===== src/hdl/plc_cfe_pkg.sv =====
package plc_cfe_pkg;

  localparam int unsigned FrameMax = 11;
  localparam int unsigned ByteW    = 8;
  localparam int unsigned AddrW    = 16;
  localparam int unsigned LenW     = 4;

  localparam logic [7:0] StxByte   = 8'h02;
  localparam logic [7:0] EtxByte   = 8'h03;
  localparam logic [7:0] ReadCmd   = 8'h30;
  localparam logic [7:0] SetCmd    = 8'h37;
  localparam logic [7:0] ResetCmd  = 8'h38;
  localparam logic [7:0] AsciiZero = 8'h30;

  localparam logic [15:0] YForceBase = 16'h0500;
  localparam logic [15:0] MBase      = 16'h0800;
  localparam logic [15:0] DBase      = 16'h1000;
  localparam logic [15:0] XReadBase  = 16'h0080;
  localparam logic [15:0] YReadBase  = 16'h00A0;
  localparam logic [11:0] XGroupMax  = 12'd7;
  localparam logic [11:0] YGroupMax  = 12'd9;

  localparam logic [LenW-1:0] ReadLen  = 4'd11;
  localparam logic [LenW-1:0] ForceLen = 4'd9;
  localparam logic [LenW-1:0] ErrLen   = 4'd1;

  typedef enum logic [2:0] {
    MODE_READ_S  = 3'd0,
    MODE_READ_X  = 3'd1,
    MODE_READ_Y  = 3'd2,
    MODE_READ_M  = 3'd3,
    MODE_READ_D  = 3'd4,
    MODE_FORCE_Y = 3'd5,
    MODE_FORCE_M = 3'd6
  } mode_e;

  typedef enum logic [1:0] {
    KIND_READ  = 2'd0,
    KIND_FORCE = 2'd1,
    KIND_ERROR = 2'd2
  } kind_e;

  typedef struct packed {
    kind_e              kind;
    logic [AddrW-1:0]   addr;
    logic               cnt_two;
    logic               set_on;
  } req_t;

  typedef struct packed {
    logic [FrameMax-1:0][ByteW-1:0] bytes;
    logic [LenW-1:0]                len;
    logic                           err;
  } frame_t;

  function automatic logic [7:0] hex_ascii(input logic [3:0] nib);
    logic [7:0] res;
    if (nib < 4'd10) begin
      res = 8'h30 + {4'h0, nib};
    end else begin
      res = 8'h37 + {4'h0, nib};
    end
    return res;
  endfunction

endpackage


===== src/hdl/plc_cfe_addr.sv =====
module plc_cfe_addr (
  input  logic [2:0]         mode_i,
  input  logic [11:0]        num_i,
  input  logic               set_on_i,
  output plc_cfe_pkg::req_t  req_o
);

  logic [23:0] recip_prod;
  logic [11:0] div10;
  logic [15:0] num_ext;

  assign num_ext    = {4'h0, num_i};
  assign recip_prod = {12'h000, num_i} * 24'd3277;
  assign div10      = {3'b000, recip_prod[23:15]};

  always_comb begin
    req_o.kind    = plc_cfe_pkg::KIND_READ;
    req_o.addr    = '0;
    req_o.cnt_two = 1'b0;
    req_o.set_on  = set_on_i;
    case (plc_cfe_pkg::mode_e'(mode_i))
      plc_cfe_pkg::MODE_READ_S: begin
        req_o.addr = {7'h00, num_i[11:3]};
      end
      plc_cfe_pkg::MODE_READ_X: begin
        req_o.addr = plc_cfe_pkg::XReadBase + num_ext;
        if (num_i > plc_cfe_pkg::XGroupMax) begin
          req_o.kind = plc_cfe_pkg::KIND_ERROR;
        end
      end
      plc_cfe_pkg::MODE_READ_Y: begin
        req_o.addr = plc_cfe_pkg::YReadBase + num_ext;
        if (num_i > plc_cfe_pkg::YGroupMax) begin
          req_o.kind = plc_cfe_pkg::KIND_ERROR;
        end
      end
      plc_cfe_pkg::MODE_READ_M: begin
        req_o.addr = plc_cfe_pkg::MBase + {4'h0, num_i[11:8], 8'h00}
                     + {11'h000, num_i[7:3]};
      end
      plc_cfe_pkg::MODE_READ_D: begin
        req_o.addr    = plc_cfe_pkg::DBase + num_ext;
        req_o.cnt_two = 1'b1;
      end
      plc_cfe_pkg::MODE_FORCE_Y: begin
        // base + (n/10)*8 + n%10 folds to base + n - 2*(n/10)
        req_o.kind = plc_cfe_pkg::KIND_FORCE;
        req_o.addr = plc_cfe_pkg::YForceBase + num_ext - {3'b000, div10, 1'b0};
      end
      plc_cfe_pkg::MODE_FORCE_M: begin
        req_o.kind = plc_cfe_pkg::KIND_FORCE;
        req_o.addr = plc_cfe_pkg::MBase + num_ext;
      end
      default: begin
        req_o.kind = plc_cfe_pkg::KIND_ERROR;
      end
    endcase
  end

endmodule


===== src/hdl/plc_cfe_frame.sv =====
module plc_cfe_frame (
  input  plc_cfe_pkg::req_t    req_i,
  output plc_cfe_pkg::frame_t  frame_o
);

  logic [plc_cfe_pkg::FrameMax-1:0][7:0] body;
  logic [7:0] sum;
  logic [7:0] chk_hi;
  logic [7:0] chk_lo;

  always_comb begin
    body = '0;
    case (req_i.kind)
      plc_cfe_pkg::KIND_READ: begin
        body[0] = plc_cfe_pkg::StxByte;
        body[1] = plc_cfe_pkg::ReadCmd;
        body[2] = plc_cfe_pkg::hex_ascii(req_i.addr[15:12]);
        body[3] = plc_cfe_pkg::hex_ascii(req_i.addr[11:8]);
        body[4] = plc_cfe_pkg::hex_ascii(req_i.addr[7:4]);
        body[5] = plc_cfe_pkg::hex_ascii(req_i.addr[3:0]);
        body[6] = plc_cfe_pkg::AsciiZero;
        body[7] = req_i.cnt_two ? plc_cfe_pkg::hex_ascii(4'd2)
                                : plc_cfe_pkg::hex_ascii(4'd1);
        body[8] = plc_cfe_pkg::EtxByte;
      end
      plc_cfe_pkg::KIND_FORCE: begin
        body[0] = plc_cfe_pkg::StxByte;
        body[1] = req_i.set_on ? plc_cfe_pkg::SetCmd : plc_cfe_pkg::ResetCmd;
        body[2] = plc_cfe_pkg::hex_ascii(req_i.addr[7:4]);
        body[3] = plc_cfe_pkg::hex_ascii(req_i.addr[3:0]);
        body[4] = plc_cfe_pkg::hex_ascii(req_i.addr[15:12]);
        body[5] = plc_cfe_pkg::hex_ascii(req_i.addr[11:8]);
        body[6] = plc_cfe_pkg::EtxByte;
      end
      default: begin
        body = '0;
      end
    endcase
  end

  always_comb begin
    sum = '0;
    for (int i = 1; i < 9; i++) begin
      sum = sum + body[i];
    end
  end

  assign chk_hi = plc_cfe_pkg::hex_ascii(sum[7:4]);
  assign chk_lo = plc_cfe_pkg::hex_ascii(sum[3:0]);

  always_comb begin
    frame_o.bytes = body;
    frame_o.err   = 1'b0;
    case (req_i.kind)
      plc_cfe_pkg::KIND_READ: begin
        frame_o.bytes[9]  = chk_hi;
        frame_o.bytes[10] = chk_lo;
        frame_o.len       = plc_cfe_pkg::ReadLen;
      end
      plc_cfe_pkg::KIND_FORCE: begin
        frame_o.bytes[7] = chk_hi;
        frame_o.bytes[8] = chk_lo;
        frame_o.len      = plc_cfe_pkg::ForceLen;
      end
      default: begin
        frame_o.len = plc_cfe_pkg::ErrLen;
        frame_o.err = 1'b1;
      end
    endcase
  end

endmodule


===== src/hdl/plc_command_frame_encoder.sv =====
// Serial command frame encoder.
// Input channel (in_valid_i/in_ready_o) carries one request word: mode_i,
// device_number_i and set_on_i. Output channel (out_valid_o/out_ready_i)
// carries one frame byte per word with last_byte_o on the final byte.
// A read request gives 11 words, a force request 9 words, and a bad group
// or undefined mode a single word with range_error_o and last_byte_o set.
// After a request is accepted it passes through the input register, the
// address register, the frame buffer and the output register before the
// first byte of its frame is valid. The output port carries one byte per
// cycle while out_ready_i is high; the frame buffer is the bottleneck.
// The next request is taken into the input and address registers while
// the current frame drains, so frames follow with no gap.
// When the receiver stalls, the output register holds its word and the
// frame buffer and input stages stop; in_ready_o drops once both stages
// ahead of the buffer are full.
// Reset clears all valid flags; no word is in flight after reset.
module plc_command_frame_encoder (
  input  logic        clk_i,
  input  logic        rst_ni,
  input  logic        in_valid_i,
  output logic        in_ready_o,
  input  logic [2:0]  mode_i,
  input  logic [11:0] device_number_i,
  input  logic        set_on_i,
  output logic        out_valid_o,
  input  logic        out_ready_i,
  output logic [7:0]  frame_byte_o,
  output logic        last_byte_o,
  output logic        range_error_o
);

  logic        s1_vld_q;
  logic [2:0]  mode_q;
  logic [11:0] num_q;
  logic        on_q;

  logic                s2_vld_q;
  plc_cfe_pkg::req_t   req_d;
  plc_cfe_pkg::req_t   req_q;

  logic                                   s3_vld_q;
  plc_cfe_pkg::frame_t                    frame_d;
  logic [plc_cfe_pkg::FrameMax-1:0][7:0]  buf_q;
  logic [plc_cfe_pkg::LenW-1:0]           rem_q;
  logic                                   err_q;

  logic       out_vld_q;
  logic [7:0] out_byte_q;
  logic       out_last_q;
  logic       out_err_q;

  logic in_acc;
  logic s1_adv;
  logic s2_adv;
  logic out_load;
  logic buf_done;

  assign out_load = s3_vld_q && (!out_vld_q || out_ready_i);
  assign buf_done = out_load && (rem_q == 4'd1);
  assign s2_adv   = s2_vld_q && (!s3_vld_q || buf_done);
  assign s1_adv   = s1_vld_q && (!s2_vld_q || s2_adv);
  assign in_ready_o = !s1_vld_q || s1_adv;
  assign in_acc   = in_valid_i && in_ready_o;

  plc_cfe_addr u_addr (
    .mode_i   (mode_q),
    .num_i    (num_q),
    .set_on_i (on_q),
    .req_o    (req_d)
  );

  plc_cfe_frame u_frame (
    .req_i   (req_q),
    .frame_o (frame_d)
  );

  always_ff @(posedge clk_i or negedge rst_ni) begin
    if (!rst_ni) begin
      s1_vld_q  <= 1'b0;
      s2_vld_q  <= 1'b0;
      s3_vld_q  <= 1'b0;
      out_vld_q <= 1'b0;
      rem_q     <= '0;
    end else begin
      if (in_acc) begin
        s1_vld_q <= 1'b1;
      end else if (s1_adv) begin
        s1_vld_q <= 1'b0;
      end
      if (s1_adv) begin
        s2_vld_q <= 1'b1;
      end else if (s2_adv) begin
        s2_vld_q <= 1'b0;
      end
      if (s2_adv) begin
        s3_vld_q <= 1'b1;
        rem_q    <= frame_d.len;
      end else if (out_load) begin
        rem_q <= rem_q - 4'd1;
        if (buf_done) begin
          s3_vld_q <= 1'b0;
        end
      end
      if (out_load) begin
        out_vld_q <= 1'b1;
      end else if (out_ready_i) begin
        out_vld_q <= 1'b0;
      end
    end
  end

  always_ff @(posedge clk_i) begin
    if (in_acc) begin
      mode_q <= mode_i;
      num_q  <= device_number_i;
      on_q   <= set_on_i;
    end
    if (s1_adv) begin
      req_q <= req_d;
    end
    if (s2_adv) begin
      buf_q <= frame_d.bytes;
      err_q <= frame_d.err;
    end else if (out_load) begin
      buf_q <= {8'h00, buf_q[plc_cfe_pkg::FrameMax-1:1]};
    end
    if (out_load) begin
      out_byte_q <= buf_q[0];
      out_last_q <= (rem_q == 4'd1);
      out_err_q  <= err_q;
    end
  end

  assign out_valid_o   = out_vld_q;
  assign frame_byte_o  = out_byte_q;
  assign last_byte_o   = out_last_q;
  assign range_error_o = out_err_q;

`ifndef SYNTHESIS
  a_err_is_last: assert property (@(posedge clk_i) disable iff (!rst_ni)
    (out_valid_o && range_error_o) |-> (last_byte_o && (frame_byte_o == 8'h00)))
    else $error("error word must be a single zero last word");

  a_rem_range: assert property (@(posedge clk_i) disable iff (!rst_ni)
    s3_vld_q |-> ((rem_q != 4'd0) && (rem_q <= plc_cfe_pkg::ReadLen)))
    else $error("frame buffer count out of range");

  a_in_to_s1: assert property (@(posedge clk_i) disable iff (!rst_ni)
    in_acc |=> s1_vld_q)
    else $error("accepted request lost at input stage");

  a_err_single: assert property (@(posedge clk_i) disable iff (!rst_ni)
    (s3_vld_q && err_q) |-> (rem_q == plc_cfe_pkg::ErrLen))
    else $error("error frame longer than one word");

  a_load_shows: assert property (@(posedge clk_i) disable iff (!rst_ni)
    out_load |=> out_valid_o)
    else $error("loaded word not presented");
`endif

endmodule

===== config.mk =====
export PLATFORM = sky130hd
export DESIGN_NAME = plc_command_frame_encoder
export DESIGN_NICKNAME = d
export VERILOG_FILES = /design/src/hdl/plc_cfe_pkg.sv /design/src/hdl/plc_cfe_addr.sv /design/src/hdl/plc_cfe_frame.sv /design/src/hdl/plc_command_frame_encoder.sv
export SDC_FILE = /design/constraint.sdc
export NUM_CORES = 1
export LEC_CHECK = 0
export BUFFER_PORTS_ARGS = -buffer_cell sky130_fd_sc_hd__buf_4
export CAP_MARGIN = 15
export CELL_PAD_IN_SITES_DETAIL_PLACEMENT = 1
export CELL_PAD_IN_SITES_GLOBAL_PLACEMENT = 2
export CORE_AREA = 2 2 133 200
export CTS_CLUSTER_DIAMETER = 50
export DETAILED_ROUTE_END_ITERATION = 10
export DIE_AREA = 0 0 135 202
export PLACE_DENSITY = 0.86
export RECOVER_POWER = 25
export SLEW_MARGIN = 25
export SYNTH_ARGS = -nofsm -noshare
export SYNTH_HDL_FRONTEND = slang
export SYNTH_SLANG_ARGS = --single-unit

===== constraint.sdc =====
create_clock -name clk_i -period 7.81 [get_ports clk_i]
set_input_delay 1.562 -clock clk_i [delete_from_list [all_inputs] [get_ports clk_i]]
set_output_delay 1.562 -clock clk_i [all_outputs]
set_load 0.1 [all_outputs]

==> flow_summary_export.csv, run 1 <==
group,metric,value,unit
worst_setup_path,cp_max_fo,39,
global_route,grt_pass1_wl,46.6,mm
global_route,grt_max_degree,78,
die,rows,72,
die,die_area,0.0273,mm^2
layout,n_antenna_cell,0,
timing,period_needed,6.85,ns
place,globalplace.congestion,0.862,
cts,ctsResizeCount,0,
logic_synthesis,synth_area_leader_cell,"edfxtp_1",
layout,multiInputGateArea,0.00622,mm^2
detailed_routing,dr_total_vias,7809,
layout,synthToLayoutAreaGrowth,10.8,%
worst_setup_path,r2r_end,"buf_q[76]",
timing,setup_violations,0,
place,dpl.cell_count,1396,
timing,worstMarginPinSlew,1.83,ns
layout,nNetsFinal,1296,
logic_synthesis,synthTopCellsByArea,"edfxtp_1 (34%), ha_1 (15%), fa_1 (12%), inv_1 (5.1%), nand2_1 (4.1%)",
cts,htreeDepth,4,
worst_setup_path,crit_type,"reg2reg",
cts,cts_buffers,17,
global_route,antenna_found_initial,0,
die,coreArea,0.0256,mm^2
cts,cts_tree,"yes",
timing,rsz0062_at_grt,"false",
layout,num-fill-cells,2855,
timing,drv_slew,61,
die,fp.dieW,135,um
status,status,"finished, violations left",
cts,clock_latency,0.45,ns
layout,drive_above_1_share,9.13,%
worst_setup_path,crit_start,"req_q[19]",
place,port_buffers,30,
timing,finalClockSkew,0.0123,ns
worst_setup_path,reg2reg_depth,18,
logic_synthesis,avgSynthCellArea,10.2,um^2
logic_synthesis,netlist-cell-type-count,71,
place,pre_cts_slack,1.05,ns
worst_setup_path,rrSetupSlack,0.96,ns
die,initial_utilization,42.3,%
logic_synthesis,syn_nets,1272,
worst_setup_path,crit_required,8.02,ns
detailed_routing,finalWirelength,28.8,mm
logic_synthesis,yosysSeqAreaShare,36.0,%
detailed_routing,firstDrtPassIters,4,
worst_setup_path,crit_end,"buf_q[76]",
status,violations,"capacitance limit, slew limit",
cts,cts_root_buf,"clkbuf_16",
die,die_h,202,um
worst_setup_path,start_kind,"flop",
hold_path,min_path_type,"reg2reg",
logic_synthesis,netlist.area_leader.share,34.1,%
timing,fin_crit_sh,87.8,%
detailed_routing,post_drt_wl_per_cell,20.2,um
timing,max_slew_margin,-21.9,%
worst_setup_path,cp-end-kind,"flop",
detailed_routing,drt.antenna.violating_nets,0,
timing,hold_ws,0.419,ns
timing,fmax,146,MHz
detailed_routing,avgViaCountPerCell,5.47,
cts,cts_hold_buf,0,
logic_synthesis,netlist_area,0.0108,mm^2
worst_setup_path,r2r-start,"req_q[19]",
logic_synthesis,yosys_warnings,0,
worst_setup_path,cp.arrival,7.06,ns
timing,fin_tns_setup,0,ns
detailed_routing,drt_iter0_drc,384,
global_route,track_usage,22.6,%
timing,hold_violations,0,
layout,final_cells,1428,
cts,postCtsSetupBuffers,0,
cts,cts.sinks,131,
global_route,grt_overflow,0,
logic_synthesis,ys_seq_elements,131,
detailed_routing,drcViolationCount,0,
logic_synthesis,async_reset_ff_share,6.11,%
logic_synthesis,netlist_instances,1058,
place,hpwl,22.9,mm
die,ios,32,
run,cap_violations,2,
cts,clk_path_buf_depth,2,
layout,regArea,0.00389,mm^2
timing,setup_ws,0.956,ns
global_route,grt_pass1_vias,8601,
logic_synthesis,synth-edff-count,123,
logic_synthesis,synth-main-ff-cell,"edfxtp_1",
cts,clkTransAtPathRegs,0.06,ns
==> state kept, by name (all words and copies together) (netlist names) <==
signal         flops
req_q             20
s1_vld_q           1
rem_q              4
on_q               1
mode_q             3
s2_vld_q           1
buf_q             77
frame_byte_o       7
range_error_o      1
s3_vld_q           1
out_valid_o        1
err_q              1
num_q             12
last_byte_o        1
==> worst max-delay path: stages, from the launching register on <==
cell and delay [ns]:
edfxtp_1 0.35, clkbuf_1 1.32, nor2_1 0.25, fa_1 0.57, fa_1 0.54, fa_1 0.58
inv_1 0.06, fa_1 0.50, inv_1 0.05, ha_1 0.23, fa_1 0.42, a211oi_1 0.31
nor2_1 0.10, xor2_1 0.36, inv_1 0.17, ha_1 0.25, nor2_1 0.13, o21ai_0 0.20
a22o_1 0.23
==> placed cells by master, fill, tap and decap left out, types with 8 or more instances in the layout <==
master	n
ha_1	129
mux2i_1	12
a21o_1	13
and2_1	18
clkbuf_16	17
o31ai_1	11
edfxtp_1	123
clkbuf_4	15
mux2_2	9
nor3_1	13
o21a_1	9
fa_1	65
nand2b_1	9
or2_2	9
nor2b_1	16
o21ai_0	51
a21oi_1	33
a211oi_1	16
buf_4	22
xnor2_1	26
dfrtp_1	8
nand2_1	117
a31oi_1	10
nor2_1	63
xor2_1	17
nand3_1	11
inv_1	148
==> stage by stage <==
stage | area (um^2) | util [%]
after global routing | 12000 | 46.9
after CTS | 12000 | 46.9
after detailed placement | 11400 | 44.6
final | 12000 | 46.9
after floorplan | 10800 | -
after global placement | 11400 | 44.6
==> how the worst min path moves through the flow <==
stage | startpoint | to | cells past startpoint
after CTS | on_q | req_q[0] | 0
final | on_q | req_q[0] | 0
after detailed placement | on_q | req_q[0] | 0
after global placement | err_q | range_error_o | 0
after global routing | on_q | req_q[0] | 0
after floorplan | buf_q[0] | frame_byte_o[0] | 0
==> final cells by class <==
cell class,instances,area share [%]
repair buffers,42,2.47
clock buffers,17,3.55
flip-flops and latches,131,32.5
clock inverters,15,1.49
well taps,333,3.48
inverters,149,4.66
multi-input cells,741,51.9
==> kinds of logic after synthesis <==
group,after synthesis,share of synthesized area (%)
DFF,131,36.0
AOI/OAI and AO/OA,200,12.6
adders and majority gates,194,26.9
other,1,0.0347
xor gates and xnor gates,43,3.48
muxes,21,2.05
buffers and inverters,186,6.70
and+or+nand+nor,282,12.2
==> synth_stat cells (3+ instances only) <==
master / n
dfrtp_1: 8
a31oi_1: 10
o21ai_0: 51
fa_1: 65
ha_1: 129
a211o_1: 5
xor2_1: 17
xnor2_1: 26
a211oi_1: 16
nor2_1: 63
nor4b_1: 4
nor3_1: 13
or3_1: 3
nand2b_1: 10
nand4_1: 5
a22oi_1: 7
buf_1: 7
nand3_1: 11
and2_1: 19
a21o_1: 13
edfxtp_1: 123
o221ai_1: 7
nor2b_1: 16
mux2_2: 9
buf_2: 12
o211ai_1: 4
a21oi_1: 33
mux2i_1: 12
or2_2: 9
clkbuf_1: 16
nand2_1: 118
o31ai_1: 11
o21a_1: 9
inv_1: 148
a22o_1: 5
==> layer usage <==
metal  wire length (um)  up-vias  track usage (%)
li1                   -     3697                -
met5                  0        -                0
met2              16900      100             45.0
met4               1110        0             10.8
met1              10300     3958             22.1
met3                537       54             3.46
Power of run 1 is left out: the tool's default activity adds up to more than one toggle a clock period on the data nets, which glitch-free logic cannot reach.
==> run 2, diff against run 1 <==
- CORE_AREA: 2 2 133 200 -> 2 2 140 210
- DIE_AREA: 0 0 135 202 -> 0 0 142 212
- SETUP_SLACK_MARGIN: default -> 0.15
- SYNTH_HIERARCHICAL: default -> 1
==> run 2 against run 1 <==
Clock skew is 0.00078 ns lower. Sequential share of layout area is 0.28 points lower. First-iteration DRC count is 4.2% lower. The run still ends with capacitance limit, slew limit left. Wire length is 2.2% higher. Global-route usage is 2.0 points lower.
==> flow_summary_export.csv, run 2 <==
group,metric,value,unit
cts,cts_root_buf,"clkbuf_16",
pwr,irDropWorstVdd,0.206,mV
pwr,p_clk_share,15.0,%
worst_setup_path,crit_required,8.00,ns
worst_setup_path,cpPeakStageDelay,0.58,ns
detailed_routing,avgViaCountPerCell,5.38,
global_route,grt_pass1_vias,8804,
timing,hold_ws,0.422,ns
timing,fmax,139,MHz
die,coreArea,0.0284,mm^2
layout,synthToLayoutAreaGrowth,7.39,%
logic_synthesis,synthTopCellsByArea,"edfxtp_1 (33%), ha_1 (14%), fa_1 (11%), mux2_4 (9.8%), inv_1 (5.0%)",
global_route,antenna_found_initial,0,
layout,multiInputGateArea,0.00701,mm^2
worst_setup_path,r2r_end,"req_q[14]",
die,die_area,0.0301,mm^2
logic_synthesis,netlist.area_leader.share,32.9,%
die,fp.dieW,142,um
cts,cts_tree,"yes",
global_route,grt_max_degree,83,
run,cap_violations,1,
place,hpwl,22.4,mm
layout,largest_reg_flops,88,
die,rows,76,
detailed_routing,drcViolationCount,0,
global_route,track_usage,20.6,%
worst_setup_path,cp_max_fo,11,
layout,final_common_cell,"inv_1",
hold_path,whs_endpoint,"frame_byte_o[3]",
layout,largestRegisters,"buf_q x88, req_q x20, num_q x12",
worst_setup_path,rrSetupSlack,0.62,ns
layout,num-fill-cells,3075,
worst_setup_path,crit_type,"reg2reg",
die,initial_utilization,43.3,%
pwr,combPwrFrac,65.1,%
cts,clk_path_buf_depth,2,
status,status,"finished, violations left",
logic_synthesis,synth_area_leader_cell,"edfxtp_1",
pwr,power_leakage,6.08,nW
hold_path,hold_path_depth,0,
die,ios,32,
logic_synthesis,yosysSeqAreaShare,34.6,%
place,pre_cts_slack,0.357,ns
timing,setup_ws,0.618,ns
hold_path,min_path_type,"reg2reg",
detailed_routing,firstDrtPassIters,4,
pwr,p_sw_share,45.8,%
detailed_routing,drt_iter0_drc,368,
place,port_buffers,31,
logic_synthesis,netlist-cell-type-count,77,
place,globalplace.congestion,0.872,
layout,n_antenna_cell,0,
hold_path,holdCritStartpoint,"buf_q[3]",
die,die_h,212,um
logic_synthesis,synth-edff-count,135,
timing,fin_tns_setup,0,ns
worst_setup_path,crit_buf_inv,3,
cts,clkTransAtPathRegs,0.06,ns
place,dpl.cell_count,1457,
logic_synthesis,ys_seq_elements,143,
layout,drive_above_1_share,14.1,%
logic_synthesis,yosys_warnings,6,
timing,fin_crit_sh,92.1,%
detailed_routing,finalWirelength,29.5,mm
worst_setup_path,start_kind,"flop",
logic_synthesis,synthTopCellsByCount,"inv_1 (164), ha_1 (137), edfxtp_1 (135)",
layout,final_cells,1489,
worst_setup_path,path_cells,"ha_1 > fa_1 > inv_1 > fa_1 > fa_1 > inv_1 > fa_1 > inv_1 > ha_1 > nand4_1 > or3b_1 > o22ai_2 > o41ai_4 > o21ai_1 > nor3_1 > a311oi_1 > ha_1 > ha_1 > nand2_1 > o21ai_0 > a21oi_1 > o41ai_2",
global_route,grt_overflow,0,
cts,postCtsSetupBuffers,0,
timing,rsz0062_at_grt,"false",
logic_synthesis,yosysMostFrequentCell,"inv_1",
layout,regArea,0.00425,mm^2
detailed_routing,dr_total_vias,8011,
global_route,grt_pass1_wl,47.4,mm
cts,clock_latency,0.43,ns
pwr,powerDensity,408,mW/mm^2
worst_setup_path,reg2reg_depth,22,
timing,period_needed,7.19,ns
logic_synthesis,async_reset_ff_share,5.59,%
pwr,p_sw,2.47,mW
timing,finalClockSkew,0.0115,ns
worst_setup_path,cp-end-kind,"flop",
cts,htreeDepth,4,
cts,ctsResizeCount,0,
cts,cts.sinks,143,
timing,hold_violations,0,
worst_setup_path,timing.critical_path.max_delay_family,"adder cells",
logic_synthesis,netlist_area,0.0123,mm^2
detailed_routing,post_drt_wl_per_cell,19.8,um
timing,setup_violations,0,
logic_synthesis,synth-main-ff-cell,"edfxtp_1",
cts,cts_buffers,17,
layout,final_cell_mix,"inv_1 (164), ha_1 (137), edfxtp_1 (135), mux2_4 (75), fa_1 (65)",
worst_setup_path,r2r-start,"num_q[8]",
timing,max_slew_margin,-181,%
layout,top_register,"buf_q",
layout,utilization,46.5,%
status,violations,"capacitance limit, slew limit",
layout,nNetsFinal,1347,
logic_synthesis,netlist_instances,1107,
timing,drv_slew,60,
worst_setup_path,slowest_stage,"edfxtp_1",
logic_synthesis,avgSynthCellArea,11.1,um^2
detailed_routing,drt.antenna.violating_nets,0,
cts,cts_hold_buf,0,
pwr,seqPwrFrac,20.0,%
timing,worstMarginPinSlew,4.22,ns
pwr,p_int,2.92,mW
worst_setup_path,cp.arrival,7.38,ns
run 2: cell types whose count changed in the layout (fill, tap and decap cells not counted), moves of 8 or more:
cell,previous run,this run
a211oi_1,16,7
a21oi_1,33,48
buf_4,22,14
clkbuf_1,5,14
conb_1,1,26
edfxtp_1,123,135
ha_1,129,137
inv_1,148,164
mux2_2,9,0
mux2_4,0,75
nand2_1,117,47
o21ai_0,51,35
o22ai_1,1,13
run 2: kinds of logic (layout without fill, tap and decap cells):
kind of cell	after synthesis	after routing	synth area share [%]
other	3	26	0.0915
multiplexers	91	91	10.7
XOR/XNOR	37	37	2.63
AND/OR/NAND/NOR	212	212	8.48
adder cells (fa/ha/maj)	202	202	24.5
flip-flops	143	143	34.6
buffers and inverters	238	246	9.01
AO/OA/AOI/OAI	181	181	10.0
run 2: metrics by stage:
| step | total power, mW | area [um^2] |
|---|---|---|
| after floorplan | 3.76 | 12400 |
| after global placement | 4.45 | 12700 |
| after detailed placement | 4.56 | 12700 |
| after CTS | 5.43 | 13300 |
| after global routing | 5.88 | 13200 |
| final | 5.39 | 13200 |
run 2: power groups by stage:
stage,sequential (mW),combinational [mW],clock (mW)
3_5_place_dp,1.09,3.47,0
4_1_cts,1.08,3.52,0.823
5_1_grt,1.09,3.95,0.844
2_1_floorplan,1.11,2.64,0
3_3_place_gp,1.09,3.36,0
6_report,1.08,3.51,0.806
run 2: layout make-up:
type                            count  area share [%]
Multi-Input combinational cell    749            53.1
Sequential cell                   143            32.2
Inverter                          168            4.79
Tap cell                          351            3.32
Clock buffer                       17            3.22
Timing Repair Buffer               46            2.24
Clock inverter                     15            1.16
run 2: how the worst max path moves through the flow:
stage                     end  slack, ns     start  depth (start not counted)
floorplan           req_q[13]       1.23  num_q[7]                         26
global placement    req_q[14]       0.63  num_q[8]                         22
detailed placement  req_q[14]       0.36  num_q[8]                         22
CTS                 req_q[14]       0.32  num_q[8]                         22
global route        req_q[14]       0.18  num_q[8]                         22
finish              req_q[14]       0.62  num_q[8]                         22
run 2: metal layers:
| layer | global-route usage (%) | part of all wire (%) |
|---|---|---|
| met5 | 0 | 0 |
| met4 | 9.31 | 3.8 |
| met3 | 2.59 | 2.1 |
| met2 | 38.8 | 55 |
| met1 | 22.9 | 39 |
(Power assumes the default switching activity.)
==> run 3, diff against run 2 <==
- CORE_AREA: 2 2 140 210 -> 2 2 134 202
- DIE_AREA: 0 0 142 212 -> 0 0 136 204
- PLACE_DENSITY: 0.86 -> 0.92
- clock period: 7.81 -> 9.04 ns (I/O delays scaled with it)
==> run 3 against run 2 <==
Critical path depth shrank 2. The run still ends with capacitance limit, slew limit left. Largest cell class unchanged. Non-clock buffer count shrank 4. Core utilization grew 4.0 points. Hold slack gained 0.0091 ns. Global-route usage grew 2.6 points. Clock power shrank 11%.
==> flow_summary_export.csv, run 3 (synthesis gave the netlist of run 2 again) <==
group,metric,value,unit
status,status,"finished, violations left",
status,violations,"capacitance limit, slew limit",
timing,hold_ws,0.431,ns
cts,cts.sinks,143,
timing,finalClockSkew,0.00943,ns
cts,clk_path_buf_depth,2,
layout,n_antenna_cell,0,
pwr,power_leakage,6.08,nW
die,fp.dieW,136,um
global_route,grt_max_degree,89,
cts,clock_latency,0.44,ns
cts,cts_hold_buf,0,
die,die_h,204,um
die,ios,32,
pwr,powerDensity,361,mW/mm^2
cts,htreeDepth,4,
layout,drive_above_1_share,13.8,%
global_route,grt_overflow,0,
layout,final_cell_mix,"inv_1 (164), ha_1 (137), edfxtp_1 (135), mux2_4 (76), fa_1 (65)",
place,port_buffers,31,
run,cap_violations,1,
global_route,antenna_found_initial,0,
worst_setup_path,cp.arrival,8.11,ns
layout,synthToLayoutAreaGrowth,7.06,%
layout,top_register,"buf_q",
worst_setup_path,cpPeakStageDelay,0.90,ns
detailed_routing,finalWirelength,30.4,mm
worst_setup_path,path_cells,"clkbuf_1 > or2_2 > inv_1 > and2_1 > fa_1 > fa_1 > fa_1 > inv_1 > fa_1 > inv_1 > ha_1 > fa_1 > a21o_2 > a21oi_1 > xnor2_1 > inv_1 > ha_1 > a2111oi_2 > a21oi_1 > mux2_4",
worst_setup_path,crit_required,9.23,ns
layout,regArea,0.00425,mm^2
layout,nNetsFinal,1343,
timing,worstMarginPinSlew,3.24,ns
layout,multiInputGateArea,0.00701,mm^2
place,globalplace.congestion,0.886,
worst_setup_path,critPathMostFrequentCell,"fa_1",
global_route,grt_pass1_wl,48.8,mm
timing,drv_slew,46,
die,rows,73,
timing,setup_violations,0,
layout,largest_reg_flops,88,
detailed_routing,firstDrtPassIters,5,
worst_setup_path,start_kind,"flop",
layout,final_common_cell,"inv_1",
timing,fin_tns_setup,0,ns
worst_setup_path,slowest_stage,"clkbuf_1",
timing,max_slew_margin,-116,%
layout,largestRegisters,"buf_q x88, req_q x20, num_q x12",
die,coreArea,0.0261,mm^2
cts,ctsResizeCount,0,
global_route,track_usage,23.2,%
worst_setup_path,cp-end-kind,"flop",
timing,fmax,126,MHz
die,die_area,0.0277,mm^2
global_route,grt_pass1_vias,9082,
timing,fin_crit_sh,87.6,%
pwr,irDropWorstVdd,0.233,mV
cts,cts_tree,"yes",
worst_setup_path,crit_type,"reg2reg",
place,hpwl,23.5,mm
timing,period_needed,7.92,ns
cts,clkTransAtPathRegs,0.07,ns
timing,rsz0062_at_grt,"false",
cts,postCtsSetupBuffers,0,
detailed_routing,drcViolationCount,0,
die,initial_utilization,47.1,%
cts,cts_buffers,17,
layout,num-fill-cells,2871,
worst_setup_path,cp_max_fo,29,
detailed_routing,dr_total_vias,8160,
detailed_routing,avgViaCountPerCell,5.55,
timing,hold_violations,0,
detailed_routing,post_drt_wl_per_cell,20.7,um
hold_path,min_path_type,"reg2reg",
cts,cts_root_buf,"clkbuf_16",
detailed_routing,drt_iter0_drc,472,
detailed_routing,drt.antenna.violating_nets,0,
[run 3: cell count changes in the layout (fill, tap and decap cells not counted), sizes merged]
cell	before	now
clkinvlp	4	2
clkinv	6	4
inv	172	176
buf	15	11
[run 3: final timing paths]
path | depth (start not counted) | slack, ns | endpoint | start
max in group asynchronous | 1 | 7.42 | rem_q[0] | rst_ni
min reg2reg | 0 | 0.43 | frame_byte_o[2] | buf_q[2]
max reg2reg | 20 | 1.12 | buf_q[60] | req_q[19]
min | 0 | 0.43 | frame_byte_o[2] | buf_q[2]
min in group asynchronous | 1 | 1.29 | s2_vld_q | rst_ni
max | 20 | 1.12 | buf_q[60] | req_q[19]
[run 3: layout make-up]
type | count | area share (%)
sequential | 143 | 32.3
tap | 337 | 3.20
clock buffer | 17 | 3.23
inverter | 168 | 4.81
multi-input combinational | 749 | 53.2
timing repair buffer | 42 | 2.02
clock inverter | 15 | 1.23
[run 3: critical path: cells and delay by family, from the launching register on]
family | cells | cell delay, ns
simple gates | 2 | 1.08
flops | 1 | 0.36
xor+xnor | 1 | 0.23
fa+ha+maj | 7 | 3.00
compound gates | 4 | 1.12
mux | 1 | 0.32
buf+inv | 5 | 1.53
[run 3: report_power, final]
group / total, mW / switching (mW) / internal, mW
clock network: 0.714 / 0.321 / 0.393
logic: 3.10 / 1.83 / 1.27
registers: 0.937 / 0.0624 / 0.874
total: 4.75 / 2.22 / 2.53
[run 3: per-stage QoR]
step                      instance area [um^2]  util [%]  cells  setup WS [ns]  power, mW
after floorplan                          12400         -   1130           2.46       3.25
after CTS                                13300      50.7   1471           1.68       4.76
after global routing                     13200      50.4   1471          0.785       5.13
after global placement                   12700      48.5   1439           1.99       3.86
final                                    13200      50.4   1471           1.12       4.75
after detailed placement                 12700      48.5   1439           1.75       3.99
[run 3: per-layer routing]
| metal | up-vias | GRT usage [%] | wire length, um |
|---|---|---|---|
| li1 | 3802 | - | - |
| met1 | 4142 | 24.5 | 11200 |
| met2 | 149 | 44.8 | 17200 |
| met3 | 67 | 2.90 | 694 |
| met4 | 0 | 10.5 | 1220 |
| met5 | - | 0 | 0 |
